===== src/rtl/iibb_pkg.sv =====
package iibb_pkg;
    localparam int MAX_WIDTH  = 128;
    localparam int MAX_HEIGHT = 128;
    localparam int COL_W      = $clog2(MAX_WIDTH);
    localparam int ROW_W      = $clog2(MAX_HEIGHT);
    localparam int ADDR_W     = COL_W + ROW_W;
    localparam int DEPTH      = MAX_WIDTH * MAX_HEIGHT;
    localparam int SUM_W      = 22;
    localparam int RUN_W      = 15;
    localparam int CH_W       = 8;
    localparam int PIX_W      = 24;
    localparam int SCALE_W    = 14;

    localparam logic [1:0] REG_WIDTH   = 2'd0;
    localparam logic [1:0] REG_HEIGHT  = 2'd1;
    localparam logic [1:0] REG_RADIUS  = 2'd2;
    localparam logic [1:0] REG_DIVISOR = 2'd3;

    localparam logic OP_LOAD  = 1'b0;
    localparam logic OP_QUERY = 1'b1;

    typedef enum logic [3:0] {
        ST_IDLE, ST_LD_RD, ST_LD_WR, ST_SCALE, ST_DIV, ST_Q0, ST_Q1, ST_Q2, ST_Q3, ST_Q4,
        ST_CH, ST_OUT
    } state_t;

    typedef struct packed {
        logic             start;
        logic [SUM_W-1:0] r;
        logic [SUM_W-1:0] g;
        logic [SUM_W-1:0] b;
        logic [SCALE_W:0] scale;
    } div_req_t;
endpackage


===== src/rtl/iibb_div.sv =====
module iibb_div (
    input  logic                         aclk,
    input  logic                         aresetn,
    input  iibb_pkg::div_req_t           req,
    output logic                         done,
    output logic [3*iibb_pkg::SUM_W-1:0] quot
);
    import iibb_pkg::*;

    // restoring divider, one quotient bit per cycle, three channels in parallel
    logic [SUM_W-1:0]   num_reg [3];
    logic [SUM_W-1:0]   rem_reg [3];
    logic [SCALE_W:0]   den_reg;
    logic [4:0]         cnt_reg;
    logic               busy_reg;
    logic               done_reg;

    always_ff @(posedge aclk) begin
        if (!aresetn) begin
            busy_reg <= 1'b0;
            done_reg <= 1'b0;
            cnt_reg  <= '0;
        end else begin
            done_reg <= 1'b0;
            if (req.start) begin
                num_reg[0] <= req.r;
                num_reg[1] <= req.g;
                num_reg[2] <= req.b;
                for (int i = 0; i < 3; i++) rem_reg[i] <= '0;
                den_reg  <= req.scale;
                cnt_reg  <= 5'(SUM_W);
                busy_reg <= 1'b1;
            end else if (busy_reg) begin
                if (cnt_reg == '0) begin
                    busy_reg  <= 1'b0;
                    done_reg  <= 1'b1;
                end else begin
                    for (int i = 0; i < 3; i++) begin
                        logic [SUM_W:0] t;
                        t = {rem_reg[i], num_reg[i][SUM_W-1]};
                        if (t >= (SUM_W+1)'(den_reg)) begin
                            rem_reg[i] <= SUM_W'(t - (SUM_W+1)'(den_reg));
                            num_reg[i] <= {num_reg[i][SUM_W-2:0], 1'b1};
                        end else begin
                            rem_reg[i] <= t[SUM_W-1:0];
                            num_reg[i] <= {num_reg[i][SUM_W-2:0], 1'b0};
                        end
                    end
                    cnt_reg <= cnt_reg - 5'd1;
                end
            end
        end
    end

    // quotients sit in the numerator registers once the shifting is over
    assign done = done_reg;
    assign quot = {num_reg[0], num_reg[1], num_reg[2]};

    assert property (@(posedge aclk) disable iff (!aresetn) done_reg |-> !busy_reg)
        else $error("divider done while busy");
    assert property (@(posedge aclk) disable iff (!aresetn)
        busy_reg && !req.start && cnt_reg != '0 |=> busy_reg)
        else $error("divider stopped early");
    assert property (@(posedge aclk) disable iff (!aresetn) req.start |=> busy_reg)
        else $error("divider did not start");
endmodule


===== config.mk =====
export PLATFORM = sky130hd
export DESIGN_NAME = iibb_div
export DESIGN_NICKNAME = d
export VERILOG_FILES = /design/src/rtl/iibb_pkg.sv /design/src/rtl/iibb_div.sv
export SDC_FILE = /design/constraint.sdc
export NUM_CORES = 1
export LEC_CHECK = 0
export ABC_AREA = 0
export BUFFER_PORTS_ARGS = -buffer_cell sky130_fd_sc_hd__buf_2
export CAP_MARGIN = 15
export CORE_MARGIN = 2
export CORE_UTILIZATION = 62
export CTS_CLUSTER_DIAMETER = 30
export DETAILED_ROUTE_END_ITERATION = 16
export HOLD_SLACK_MARGIN = 0.1
export PLACE_DENSITY = 0.85
export SETUP_SLACK_MARGIN = 0.2
export SYNTH_ARGS = -nofsm -noshare
export SYNTH_HDL_FRONTEND = slang
export SYNTH_SLANG_ARGS = --single-unit

===== constraint.sdc =====
create_clock -name aclk -period 7.25 [get_ports aclk]
set_input_delay 1.0875 -clock aclk [delete_from_list [all_inputs] [get_ports aclk]]
set_output_delay 1.0875 -clock aclk [all_outputs]
set_load 0.05 [all_outputs]

==> results.json <==
{
  "cts_sinks": 154,
  "ys_seq_elements": 154,
  "fin_skew_ns": 0.00774,
  "antenna_cells": 0,
  "synth_cells": 889,
  "period_minus_slack_ns": 3.91,
  "grt_max_degree": 76,
  "io_buffers": 150,
  "synthFlopType": "edfxtp_1",
  "rsz0062_at_grt": "no",
  "dp.cells": 1184,
  "layout_common_cells": "nand2_1, buf_2, edfxtp_1",
  "post-route-drc-count": 0,
  "max_freq_mhz": 256,
  "finalHoldViolations": 0,
  "cts_root_buf": "clkbuf_16",
  "clk_latency_ns": 0.42,
  "synthesis.area_um2": 8960,
  "required_ns": 7.40,
  "cts_buffers": 17,
  "max_cap_violations": 0,
  "static-leakage-power_nw": 4.46,
  "tns_ns": 0,
  "cts_hold_buf": 0,
  "core_um2": 14000,
  "vias_per_cell": 5.97,
  "drive_gt1_share_pct": 20.0,
  "io_pins": 151,
  "cts_buffer_depth": 2,
  "finalInstanceArea_um2": 10400,
  "final_common_cell": "nand2_1",
  "seqCellArea_um2": 4540,
  "yosysWarnings": 0,
  "peakVddDrop_mv": 0.198,
  "cts_resized": 0,
  "multi_input_area_um2": 4140,
  "grt_use_total_pct": 27.2,
  "yosys.area.top_type": "edfxtp_1",
  "drtAntennaViolNets": 0,
  "dp_hpwl_mm": 14.5,
  "seq_area_frac_synth_pct": 50.7,
  "crit_path_end_kind": "flip-flop",
  "die_w_um": 124,
  "cts_setup_buffers": 0,
  "rows": 43,
  "relSlewSlack_pct": 26.6,
  "gp_congestion": 0.954,
  "synth_edf_count": 146,
  "antenna_found_initial": 0,
  "synth.distinct_cells": 69,
  "fillers": 984,
  "startpoint_type": "primary input",
  "cts_max_level": 4,
  "overflow": 0,
  "grt_pass1_wl_mm": 34.0,
  "synthArstFlopShare_pct": 0,
  "synth.area.top_cells": "edfxtp_1, nand2_1, ha_1",
  "areaGrowthSynthToFinish_pct": 15.7,
  "setup_violations": 0,
  "post_drt_wl_per_cell_um": 17.4,
  "crit_type": "in -> reg",
  "cts.reportedPaths.clkPinSlew_ns": 0.06,
  "cp_data_arrival_time_ns": 4.06,
  "period_share_pct": 53.9,
  "hold_slack_ns": 0.527,
  "synth_nets": 1022,
  "maxSlewViolCount": 0,
  "die_h_um": 124,
  "place_area_um2": 9790,
  "layoutNonFillerInstCount": 1217,
  "hp-class": "reg -> reg",
  "powerDensity_nw_per_um2": 232,
  "netlist.area_leader.share_pct": 48.9,
  "grt_pass1_vias": 6985,
  "drt_iter0_drc": 586,
  "wl_mm": 21.2,
  "avgSynthCellArea_um2": 10.1,
  "fin_nets": 1157,
  "cp_max_fo": 75,
  "initial_core_util_pct": 64.0,
  "cts_tree": "done",
  "p_total_mw": 2.40,
  "drt_first_pass_iters": 5,
  "die_area_um2": 15400,
  "max_slew.worst_pin.slew_ns": 1.10,
  "vias": 7271,
  "status": "finished clean"
}
power breakdown:
part / internal [mW] / switching (mW)
logic: 0.175 / 0.315
clock network: 0.473 / 0.366
registers: 1.04 / 0.0345
total: 1.69 / 0.716
kinds of logic after synthesis:
family	Yosys count	share of synthesized area, %
simple gates	364	18.4
compound gates	196	14.7
flops	154	50.7
buf+inv	68	3.24
fa+ha+maj	49	7.09
xor+xnor	48	4.69
mux	10	1.12
final cells by class:
class | instances | share of cell area (%)
clock buffers | 18 | 4.14
clock inverters | 14 | 1.19
inverters | 30 | 1.09
multi-input cells | 667 | 39.9
flip-flops and latches | 154 | 43.8
well taps | 180 | 2.17
repair buffers | 154 | 7.65
cell usage after synthesis, types with 6 or more instances:
master / instances
mux2i_1: 10
a31oi_1: 7
a21o_1: 21
ha_1: 46
o21ai_0: 19
nor2b_1: 13
a21oi_1: 67
o21a_1: 13
clkbuf_1: 26
dfxtp_1: 8
xor2_1: 21
o22ai_1: 6
nand3_1: 12
and3_1: 6
xnor2_1: 27
nand2_1: 200
or3_1: 8
nor3_1: 16
a22o_1: 22
nand2b_1: 8
inv_1: 30
edfxtp_1: 146
nor2_1: 65
path summary, 6_finish.rpt:
check | start | to | cells after the start | slack (ns)
worst max-delay path | req[81] | rem_reg[0][2] | 10 | 3.34
worst min-delay path | cnt_reg[4] | done | 1 | 0.53
worst max register to register | den_reg[1] | rem_reg[0][2] | 10 | 3.36
worst min register to register | cnt_reg[4] | done | 1 | 0.53
stage by stage:
stage / util [%] / setup slack, ns
floorplan: - / 4.14
global placement: 70.0 / 3.12
detailed placement: 70.0 / 3.01
CTS: 74.0 / 3.42
global route: 74.1 / 3.13
finish: 74.1 / 3.34
critical path, cell delays in order:
cell and delay, ns:
buf_2 0.15, nand3b_1 0.28, nor2_4 0.12, buf_4 0.61
o311ai_1 0.29, nor2_1 0.23, and2_0 0.88, nor3_1 0.14
a21oi_1 0.16, nor2_1 0.06
routing by layer:
metal	part of all wire, %	vias up	wire length (µm)	global-route usage, %
met2	48	287	10200	45.0
met4	2.0	0	418	9.32
li1	-	3477	-	-
met3	7.2	38	1530	5.34
met1	43	3469	9090	36.2
met5	0	-	0	0
Power figures use the tool's default switching activity.
